$ cat config.mk
export PLATFORM = sky130hd
export DESIGN_NAME = uu_line_decoder_top
export DESIGN_NICKNAME = d
export VERILOG_FILES = /design/src/hw/rtl/uld_pkg.sv /design/src/hw/rtl/uu_line_decoder_top.sv
export SDC_FILE = /design/constraint.sdc
export NUM_CORES = 1
export LEC_CHECK = 0
export BUFFER_PORTS_ARGS = -buffer_cell sky130_fd_sc_hd__buf_2
export CORE_ASPECT_RATIO = 0.7
export CORE_MARGIN = 2
export CORE_UTILIZATION = 40
export CTS_BUF_LIST = sky130_fd_sc_hd__clkbuf_4 sky130_fd_sc_hd__clkbuf_8
export CTS_CLUSTER_DIAMETER = 60
export DETAILED_ROUTE_END_ITERATION = 7
export GPL_TIMING_DRIVEN = 0
export MAX_ROUTING_LAYER = met4
export PLACE_DENSITY_LB_ADDON = 0.1
export SLEW_MARGIN = 20
export SYNTH_ARGS = -nofsm -noshare
export SYNTH_HDL_FRONTEND = slang
export SYNTH_SLANG_ARGS = --single-unit
$ cat constraint.sdc
create_clock -name clk -period 4.4 [get_ports clk]
set_input_delay 0.66 -clock clk [delete_from_list [all_inputs] [get_ports clk]]
set_output_delay 0.66 -clock clk [all_outputs]
set_load 0.005 [all_outputs]
$ cat src/hw/rtl/uld_pkg.sv
// ---------------------------------------------------------------------------
// uld_pkg: shared constants and types for the uu line decoder
// Character codes, line limits and the pending result job record.
// ---------------------------------------------------------------------------
package uld_pkg;

  // character codes
  localparam logic [7:0] CHAR_NEWLINE    = 8'd10;
  localparam logic [7:0] CHAR_SPACE      = 8'd32;
  localparam logic [7:0] CHAR_LAST_VALID = 8'd96;

  // bytes a line may announce
  localparam int unsigned MAX_LINE_BYTES = 45;
  localparam logic [7:0]  CHAR_LAST_LEN  = CHAR_SPACE + 8'(MAX_LINE_BYTES);

  // widths of the line bookkeeping
  localparam int unsigned POS_W   = 7;
  localparam int unsigned COUNT_W = 6;
  localparam int unsigned SEXT_W  = 6;

  // results still owed for one accepted transaction
  typedef struct packed {
    logic [23:0]        word;       // decoded group, next byte in the low bits
    logic [1:0]         word_bytes; // bytes of word still to send
    logic [COUNT_W-1:0] pad_bytes;  // zero bytes still to send
    logic               done;       // done result still to send
    logic               err;        // error flag carried by the done result
  } job_t;

endpackage

$ cat src/hw/rtl/uu_line_decoder_top.sv
// ---------------------------------------------------------------------------
// uu_line_decoder_top: streaming uudecode, one character per transaction
// Decodes length-prefixed uuencoded lines into bytes, pads short lines
// with zeros and reports a sticky line-length error at end of text.
//
//   channel | signals                                     | role
//   --------+---------------------------------------------+-------------------
//   in      | in_valid in_ready char_code end_of_text     | text characters
//   out     | out_valid out_ready data_byte is_data       | decoded results
//           | done_res decode_error last                  |
//
// One character is taken per cycle unless an earlier one still has results
// pending; its line state is updated in the same cycle and the results it
// causes are held in a job register, which sends one result per cycle while
// out_ready is high: a group close gives up to three results, a newline up
// to 45 and end of text up to 46, during which input stalls.
// in_ready stays high on the cycle the last result of a job is taken.
// rst is synchronous and clears line state, the error flag and the job.
// ---------------------------------------------------------------------------
module uu_line_decoder_top
  import uld_pkg::*;
#(
  parameter int unsigned MAX_LINE_CHARS = 126
) (
  input  logic       clk,
  input  logic       rst,
  input  logic       in_valid,
  output logic       in_ready,
  input  logic [7:0] char_code,
  input  logic       end_of_text,
  output logic       out_valid,
  input  logic       out_ready,
  output logic [7:0] data_byte,
  output logic       is_data,
  output logic       done_res,
  output logic       decode_error,
  output logic       last
);

  // line state
  logic [POS_W-1:0]     line_position, line_position_next;
  logic                 line_active, line_active_next;
  logic [COUNT_W-1:0]   line_byte_count, line_byte_count_next;
  logic [COUNT_W-1:0]   bytes_emitted, bytes_emitted_next;
  logic [3*SEXT_W-1:0]  group_sextets, group_sextets_next;
  logic [1:0]           group_position, group_position_next;
  logic                 group_broken, group_broken_next;
  logic                 error_seen, error_seen_next;

  // pending results
  job_t job, job_next, job_new;

  logic                 in_fire, out_fire, busy, final_result;
  logic [COUNT_W-1:0]   remaining;
  logic [1:0]           word_take;
  logic [1:0]           fin_word_bytes;
  logic                 sext_ok;
  logic [7:0]           sext_full;
  logic [SEXT_W-1:0]    sextet;

  // output side of the job
  assign busy      = (job.word_bytes != 2'd0) || (job.pad_bytes != '0) || job.done;
  assign out_valid = busy;
  assign is_data   = (job.word_bytes != 2'd0) || (job.pad_bytes != '0);
  assign data_byte = (job.word_bytes != 2'd0) ? job.word[7:0] : 8'd0;
  assign done_res  = !is_data && job.done;
  assign decode_error = done_res && job.err;

  assign final_result =
      ((job.word_bytes == 2'd1) && (job.pad_bytes == '0) && !job.done) ||
      ((job.word_bytes == 2'd0) && (job.pad_bytes == COUNT_W'(1)) && !job.done) ||
      ((job.word_bytes == 2'd0) && (job.pad_bytes == '0) && job.done);
  assign last = final_result;

  assign out_fire = out_valid && out_ready;
  assign in_ready = !busy || (out_ready && final_result);
  assign in_fire  = in_valid && in_ready;

  // bytes that the next group or the line end may still send
  assign remaining      = line_byte_count - bytes_emitted;
  assign word_take      = (remaining >= COUNT_W'(3)) ? 2'd3 : remaining[1:0];
  assign fin_word_bytes = (line_active && (group_position != 2'd0)) ? word_take : 2'd0;

  // sextet of a group character
  assign sext_ok   = !group_broken && (char_code >= CHAR_SPACE) &&
                     (char_code <= CHAR_LAST_VALID);
  assign sext_full = char_code - CHAR_SPACE;
  assign sextet    = sext_ok ? sext_full[SEXT_W-1:0] : '0;

  // next line state and the job for this character
  always_comb begin
    line_position_next   = line_position;
    line_active_next     = line_active;
    line_byte_count_next = line_byte_count;
    bytes_emitted_next   = bytes_emitted;
    group_sextets_next   = group_sextets;
    group_position_next  = group_position;
    group_broken_next    = group_broken;
    error_seen_next      = error_seen;
    job_new              = '0;

    if (end_of_text) begin
      if (!error_seen && line_active) begin
        job_new.word       = {{SEXT_W{1'b0}}, group_sextets};
        job_new.word_bytes = fin_word_bytes;
        job_new.pad_bytes  = remaining - COUNT_W'(fin_word_bytes);
      end
      job_new.done         = 1'b1;
      job_new.err          = error_seen;
      line_position_next   = '0;
      line_active_next     = 1'b0;
      line_byte_count_next = '0;
      bytes_emitted_next   = '0;
      group_sextets_next   = '0;
      group_position_next  = 2'd0;
      group_broken_next    = 1'b0;
      error_seen_next      = 1'b0;
    end else if (error_seen) begin
      // text after a too-long line is dropped
    end else if (char_code == CHAR_NEWLINE) begin
      if (line_active) begin
        job_new.word       = {{SEXT_W{1'b0}}, group_sextets};
        job_new.word_bytes = fin_word_bytes;
        job_new.pad_bytes  = remaining - COUNT_W'(fin_word_bytes);
      end
      line_position_next   = '0;
      line_active_next     = 1'b0;
      line_byte_count_next = '0;
      bytes_emitted_next   = '0;
      group_sextets_next   = '0;
      group_position_next  = 2'd0;
      group_broken_next    = 1'b0;
    end else if (line_position >= POS_W'(MAX_LINE_CHARS)) begin
      error_seen_next      = 1'b1;
      line_position_next   = '0;
      line_active_next     = 1'b0;
      line_byte_count_next = '0;
      bytes_emitted_next   = '0;
      group_sextets_next   = '0;
      group_position_next  = 2'd0;
      group_broken_next    = 1'b0;
    end else begin
      line_position_next = line_position + POS_W'(1);
      if (line_position == '0) begin
        // length character
        if ((char_code > CHAR_SPACE) && (char_code <= CHAR_LAST_LEN)) begin
          line_active_next     = 1'b1;
          line_byte_count_next = sext_full[COUNT_W-1:0];
          bytes_emitted_next   = '0;
        end
      end else if (line_active) begin
        if (!sext_ok) begin
          group_broken_next = 1'b1;
        end
        if (group_position == 2'd3) begin
          // group complete
          job_new.word        = {sextet, group_sextets};
          job_new.word_bytes  = word_take;
          bytes_emitted_next  = bytes_emitted + COUNT_W'(word_take);
          group_sextets_next  = '0;
          group_position_next = 2'd0;
          group_broken_next   = 1'b0;
        end else begin
          case (group_position)
            2'd0:    group_sextets_next = {group_sextets[17:6], sextet};
            2'd1:    group_sextets_next = {group_sextets[17:12], sextet,
                                           group_sextets[5:0]};
            default: group_sextets_next = {sextet, group_sextets[11:0]};
          endcase
          group_position_next = group_position + 2'd1;
        end
      end
    end
  end

  // job register advance
  always_comb begin
    job_next = job;
    if (in_fire) begin
      job_next = job_new;
    end else if (out_fire) begin
      if (job.word_bytes != 2'd0) begin
        job_next.word_bytes = job.word_bytes - 2'd1;
        job_next.word       = {8'd0, job.word[23:8]};
      end else if (job.pad_bytes != '0) begin
        job_next.pad_bytes = job.pad_bytes - COUNT_W'(1);
      end else begin
        job_next.done = 1'b0;
      end
    end
  end

  // registers
  always_ff @(posedge clk) begin
    if (rst) begin
      line_position   <= '0;
      line_active     <= 1'b0;
      line_byte_count <= '0;
      bytes_emitted   <= '0;
      group_sextets   <= '0;
      group_position  <= 2'd0;
      group_broken    <= 1'b0;
      error_seen      <= 1'b0;
      job             <= '0;
    end else begin
      if (in_fire) begin
        line_position   <= line_position_next;
        line_active     <= line_active_next;
        line_byte_count <= line_byte_count_next;
        bytes_emitted   <= bytes_emitted_next;
        group_sextets   <= group_sextets_next;
        group_position  <= group_position_next;
        group_broken    <= group_broken_next;
        error_seen      <= error_seen_next;
      end
      job <= job_next;
    end
  end

endmodule

# After elaboration in Yosys (flattened, before gate mapping)
# Cells that the tools add are included.
# totals
n_memories,0
rom_bits,0
mem_bits_rw,0
latch_bits,0
word_cells,168
out_inout_bits,14
reg_bits,76
input_bits,13
# op_classes
n_mux,72
n_div,0
n_shift,0
bitwise,0
n_lt_le_gt_ge,6
n_reduce_logical,54
add_sub_neg,8
n_eq_ne,13
n_mul,0
# ops
operator,count
$mux W26,8
$mux W18,7
$mux W6,17
$mux W33,2
$mux W32,2
$pmux W18 S2,1
$mux W7,5
$mux W2,10
$reduce_bool A5 Y1,4
$mux W1,19
$reduce_and A6 Y1,3
$le A8 B7 Y1 const B,2
$logic_and A1 B1 Y1,16
$reduce_bool A4 Y1,3
$ne A5 B5 Y1 const B,2
$reduce_and A5 Y1,2
$reduce_bool A2 Y1,5
$eq A8 B4 Y1 const B,1
$ge A8 B6 Y1 const B,1
$gt A8 B6 Y1 const B,1
$mux W8,1
$reduce_and A4 Y1,2
$add A7 B1 Y7 const B,1
$ge A7 B7 Y1 const B,1
other kinds (23),37

# Depth between registers and ports, before layout
# logic_depth
depth_word,12
depth_mapped,17
mapped_depth_nobuf,16

# Least setup slack after synthesis
# No wires, ideal clock.
# synth_path
path_type,register to register
startpoint,register line_byte_count[0]
endpoint,register job[7] (netlist name)
path_buffers,1
setup_slack_ps,1239
path_stages_with_launch,17
t_arrival_ps,3030
cell_sequence,dfxtp_1 > inv_1 > ha_1 > fa_1 > nand2b_1 > a21oi_1 > xor2_1 > nor2_1 > and4_1 > clkbuf_1 > or2_2 > ha_1 > a21oi_1 > nand2_1 > nor3_1 > xor2_1 > o32ai_1
# synth_between
elab_chain_cells,10
elab_cells_between_ends,11
cone_classes,add/sub: 2; order compare: 1; mux: 8
# synth_lines
item,line,rtl
"start, declared",uu_line_decoder_top.sv:43,"logic [COUNT_W-1:0] line_byte_count, line_byte_count_next;"
"start signal, assigned",uu_line_decoder_top.sv:209,line_byte_count <= line_byte_count_next;
$sub A6 B6 Y6 (*),uu_line_decoder_top.sv:80,assign remaining = line_byte_count - bytes_emitted;
$ge A6 B2 Y1,uu_line_decoder_top.sv:81,assign word_take = (remaining >= COUNT_W'(3)) ? 2'd3 : remaining[1:0];
$mux W2,uu_line_decoder_top.sv:81,
$mux W2,uu_line_decoder_top.sv:82,assign fin_word_bytes = (line_active && (group_position != 2'd0)) ? word_take : 2'd0;
$sub A6 B2 Y6 (*),"uu_line_decoder_top.sv:106, uu_line_decoder_top.sv:124",
$mux W26,uu_line_decoder_top.sv:121,if (line_active) begin
$mux W6,uu_line_decoder_top.sv:120,end else if (char_code == CHAR_NEWLINE) begin
$mux W32,uu_line_decoder_top.sv:118,end else if (error_seen) begin
$mux W32 (*),uu_line_decoder_top.sv:102,if (end_of_text) begin
$mux W33 (*),uu_line_decoder_top.sv:179,if (in_fire) begin
"end signal, assigned",uu_line_decoder_top.sv:216,job <= job_next;
"end, declared",uu_line_decoder_top.sv:51,"job_t job, job_next, job_new;"
# Every way passes the cells marked *; elsewhere a longest branch is shown, timed or not.
# A chain may end at the register's enable or synchronous reset.

# Worst setup path after layout
# layout_path
startpoint,register bytes_emitted[2]
endpoint,register bytes_emitted[5]
# layout_between
elab_chain_cells,11
# layout_lines
item,line,rtl
"start, declared",uu_line_decoder_top.sv:44,"logic [COUNT_W-1:0] bytes_emitted, bytes_emitted_next;"
"start signal, assigned",uu_line_decoder_top.sv:210,bytes_emitted <= bytes_emitted_next;
$sub A6 B6 Y6,uu_line_decoder_top.sv:80,
$ge A6 B2 Y1,uu_line_decoder_top.sv:81,
$mux W2,uu_line_decoder_top.sv:81,
$add A6 B2 Y6 (*),uu_line_decoder_top.sv:159,bytes_emitted_next = bytes_emitted + COUNT_W'(word_take);
$mux W6 (*),uu_line_decoder_top.sv:155,if (group_position == 2'd3) begin
$mux W6 (*),uu_line_decoder_top.sv:151,end else if (line_active) begin
$mux W6 (*),uu_line_decoder_top.sv:144,if (line_position == '0) begin
$mux W6 (*),uu_line_decoder_top.sv:133,end else if (line_position >= POS_W'(MAX_LINE_CHARS)) begin
$mux W6 (*),uu_line_decoder_top.sv:120,
$mux W6 (*),uu_line_decoder_top.sv:118,
$mux W6 (*),uu_line_decoder_top.sv:102,
# Every way passes the cells marked *; elsewhere a longest branch is shown, timed or not. The select of a mux whose other input is x is not followed.

==> impl_metrics.json <==
{
  "first_global_vias": 3331,
  "antenna_found_initial": 0,
  "critical_path_class": "register to register",
  "synth_flop_cell": "dfxtp_1",
  "ir_drop_mv": 0.179,
  "vias": 3738,
  "initial_core_util_pct": 41.7,
  "fp.dieH_um": 88.5,
  "comb_power_share_pct": 42.1,
  "synth_cell_types": 57,
  "syn2layout_area_growth_pct": 12.1,
  "core_um2": 9800,
  "portBuffers": 22,
  "cpLargestDelayFamily": "simple AND/OR/NAND/NOR gates",
  "cp_num_buf_inv": 3,
  "clock-sinks": 76,
  "drt_iter0_markers": 310,
  "gp_congestion": 0.886,
  "crit_path_cell_trace": "inv_1, ha_1, or2_2, o221a_2, a311oi_1, and4_1, clkbuf_1, inv_1, ha_1, a21oi_1, nor3_1, nand3_1, nor3_1, a21oi_1, o21ai_0",
  "rsz0062_at_grt": "no",
  "synth.top_cell.area_share_pct": 37.3,
  "critPathMaxFanout": 5,
  "grt_start_max_net_pins": 13,
  "numCtsBuffers": 9,
  "hpwl_mm": 8.58,
  "drc": 0,
  "die_x_um": 125,
  "swShare_pct": 40.4,
  "ys_seq_elements": 76,
  "synth_edf_count": 0,
  "hold_class": "register to register",
  "rows": 30,
  "syn_nets": 527,
  "finalClockSkew_ns": 0.00864,
  "drtAntennaViolNets": 0,
  "yosysWarnings": 0,
  "drv_slew": 0,
  "leakage_nw": 1.67,
  "cp.arrival_ns": 3.76,
  "post_drt_wl_per_cell_um": 17.2,
  "cts_tree": "done",
  "layout-drive-gt1-share_pct": 10.2,
  "fin_total_pwr_mw": 2.50,
  "hold_buffers": 0,
  "status": "complete, no violations",
  "htree_levels": 3,
  "track_usage_pct": 22.0,
  "cts-root-buf": "clkbuf_8",
  "clk_latency_ns": 0.36,
  "setup_viol": 0,
  "timing.fmax_mhz": 288,
  "clk_path_buf_depth": 2,
  "async_flop_share_pct": 0,
  "netlist_area_um2": 4080,
  "required_ns": 4.69,
  "grt_pass1_wl_mm": 18.1,
  "drv_cap": 0,
  "slowest_delay_ns": 0.48,
  "fin_tns_setup_ns": 0,
  "end_kind": "register",
  "crit_slowest_cell": "a311oi_1",
  "critPathLaunchType": "register",
  "grt_overflow_total": 0,
  "io-pin-count": 27,
  "final_util_pct": 46.7,
  "synth_area_leaders": "dfxtp_1, ha_1, nand2_1",
  "p_int_mw": 1.49,
  "num-nets-final": 560,
  "post-route-period-util_pct": 79.0,
  "slew_headroom_pct": 48.2,
  "pwr-share-clk_pct": 24.4,
  "cts.clk_slew.worst_paths_ns": 0.08,
  "hold_viol_final": 0,
  "firstDrtPassIters": 5,
  "power_density_nw_per_um2": 546,
  "cts_resized": 0,
  "postCtsSetupRepairBufs": 0,
  "yosysSeqAreaShare_pct": 37.3,
  "antenna_cells": 0,
  "yosys.area.top_type": "dfxtp_1",
  "die_area_um2": 11000,
  "synthCells": 492,
  "routed_via_density": 5.68,
  "tightest_slew_ns": 0.777,
  "synth_area_per_cell_um2": 8.30,
  "seqPwrFrac_pct": 33.6,
  "switching_power_mw": 1.01,
  "final.min_clock_period_ns": 3.48,
  "drt-total-wl_mm": 11.3
}
cell type report:
cell class	count	area, um2
buffer	21	81.3
clock buffer	12	153
clock inverter	4	72.6
fill	987	5220
inverter	28	105
multi-input combinational	367	2380
sequential	76	1520
tap	128	160
timing repair buffer	22	110
worst reg2reg max path: cells and delay by family (launching register included):
family	cells	cell delay (ns)
DFF	1	0.38
AOI/OAI and AO/OA	5	0.98
buffers and inverters	3	0.42
adders and majority gates	2	0.50
and+or+nand+nor	5	1.13
synthesized netlist by cell type (2+ instances only):
cell type  count
nor4_1         6
a32o_1         2
or4_4          2
a41oi_1        2
nor2b_1       13
clkbuf_1      18
and4_1         2
nand2b_1       5
xnor2_1        7
dfxtp_1       76
or2_2          3
fa_1           3
inv_1         28
nand4_1        8
nor2_1        51
o21ai_0       25
nand2_1       52
o211ai_1       4
and3_1         4
a21oi_1       31
o21ai_1        2
and2_1         5
a221oi_1       2
a211oi_1      18
o2bb2ai_1      2
or4_1          5
o31ai_1        2
ha_1          19
a22oi_1        7
o21a_1         2
o22ai_1        3
nand3_1       17
a21o_1         2
a2bb2oi_1      2
o221ai_1       2
a22o_1        15
or3_1          4
nor3_1         9
buf_2          2
xor2_1        10
o32ai_1        4
cells by family after synthesis:
| kind of cell | after synthesis | synth area share (%) |
|---|---|---|
| and+or+nand+nor | 192 | 23.8 |
| AOI/OAI and AO/OA | 136 | 23.5 |
| DFF | 76 | 37.3 |
| buffers and inverters | 49 | 4.56 |
| adders and majority gates | 22 | 7.29 |
| xor gates and xnor gates | 17 | 3.65 |
power groups by stage:
stage	clock, mW	combinational, mW	sequential (mW)
2_1_floorplan	0	0.743	0.839
3_3_place_gp	0	1.03	0.852
3_5_place_dp	0	1.05	0.856
4_1_cts	0.622	1.05	0.840
5_1_grt	0.646	1.18	0.851
6_report	0.609	1.05	0.839
cells in the final DEF (no fill, tap or decap), types with 3 or more instances in the layout:
cell type / Yosys / final
fa_1: 3 / 3
inv_1: 28 / 28
nor2_1: 51 / 51
or4_1: 5 / 5
nor3_1: 9 / 9
clkbuf_1: 18 / 18
buf_2: 2 / 24
dfxtp_1: 76 / 76
nor2b_1: 13 / 13
and2_1: 5 / 5
nor4_1: 6 / 6
xnor2_1: 7 / 7
o22ai_1: 3 / 3
nand4_1: 8 / 8
xor2_1: 10 / 10
a211oi_1: 18 / 18
nand3_1: 17 / 17
or3_1: 4 / 4
o211ai_1: 4 / 4
o21ai_0: 25 / 25
nand2_1: 52 / 52
nand2b_1: 5 / 5
o32ai_1: 4 / 4
clkbuf_8: 0 / 10
ha_1: 19 / 19
a22oi_1: 7 / 7
a22o_1: 15 / 15
or2_2: 3 / 3
a21oi_1: 31 / 31
and3_1: 4 / 4
metrics by stage:
step	hold slack [ns]	worst slack (ns)	std cells	instance area [um2]
5_1_grt	0.480	0.403	658	4580
4_1_cts	0.459	0.886	658	4580
3_5_place_dp	0.448	0.872	642	4350
6_report	0.457	0.922	658	4580
2_1_floorplan	0.427	1.24	492	4080
3_3_place_gp	0.447	0.897	642	4350
routing by layer:
layer	global-route usage, %	share of wire (%)	vias up	routed length (um)
li1	-	-	1850	-
met1	31.2	53	1765	6030
met2	31.2	39	109	4460
met3	5.68	6.3	14	716
met4	5.52	1.0	0	114
met5	-	0	-	0
flip-flops by register name (all words and copies together), names as in the netlist:
signal           count
group_sextets       18
bytes_emitted        6
group_broken         1
error_seen           1
line_active          1
job                 34
group_position       2
line_position        7
line_byte_count      6
final timing paths:
check                         start                end  slack [ns]  cells after the start
setup / recovery   bytes_emitted[2]   bytes_emitted[5]        0.92                     15
hold / removal    group_sextets[11]  group_sextets[11]        0.46                      2
setup reg to reg   bytes_emitted[2]   bytes_emitted[5]        0.92                     15
hold reg to reg   group_sextets[11]  group_sextets[11]        0.46                      2
Power figures use the tool's default switching activity.
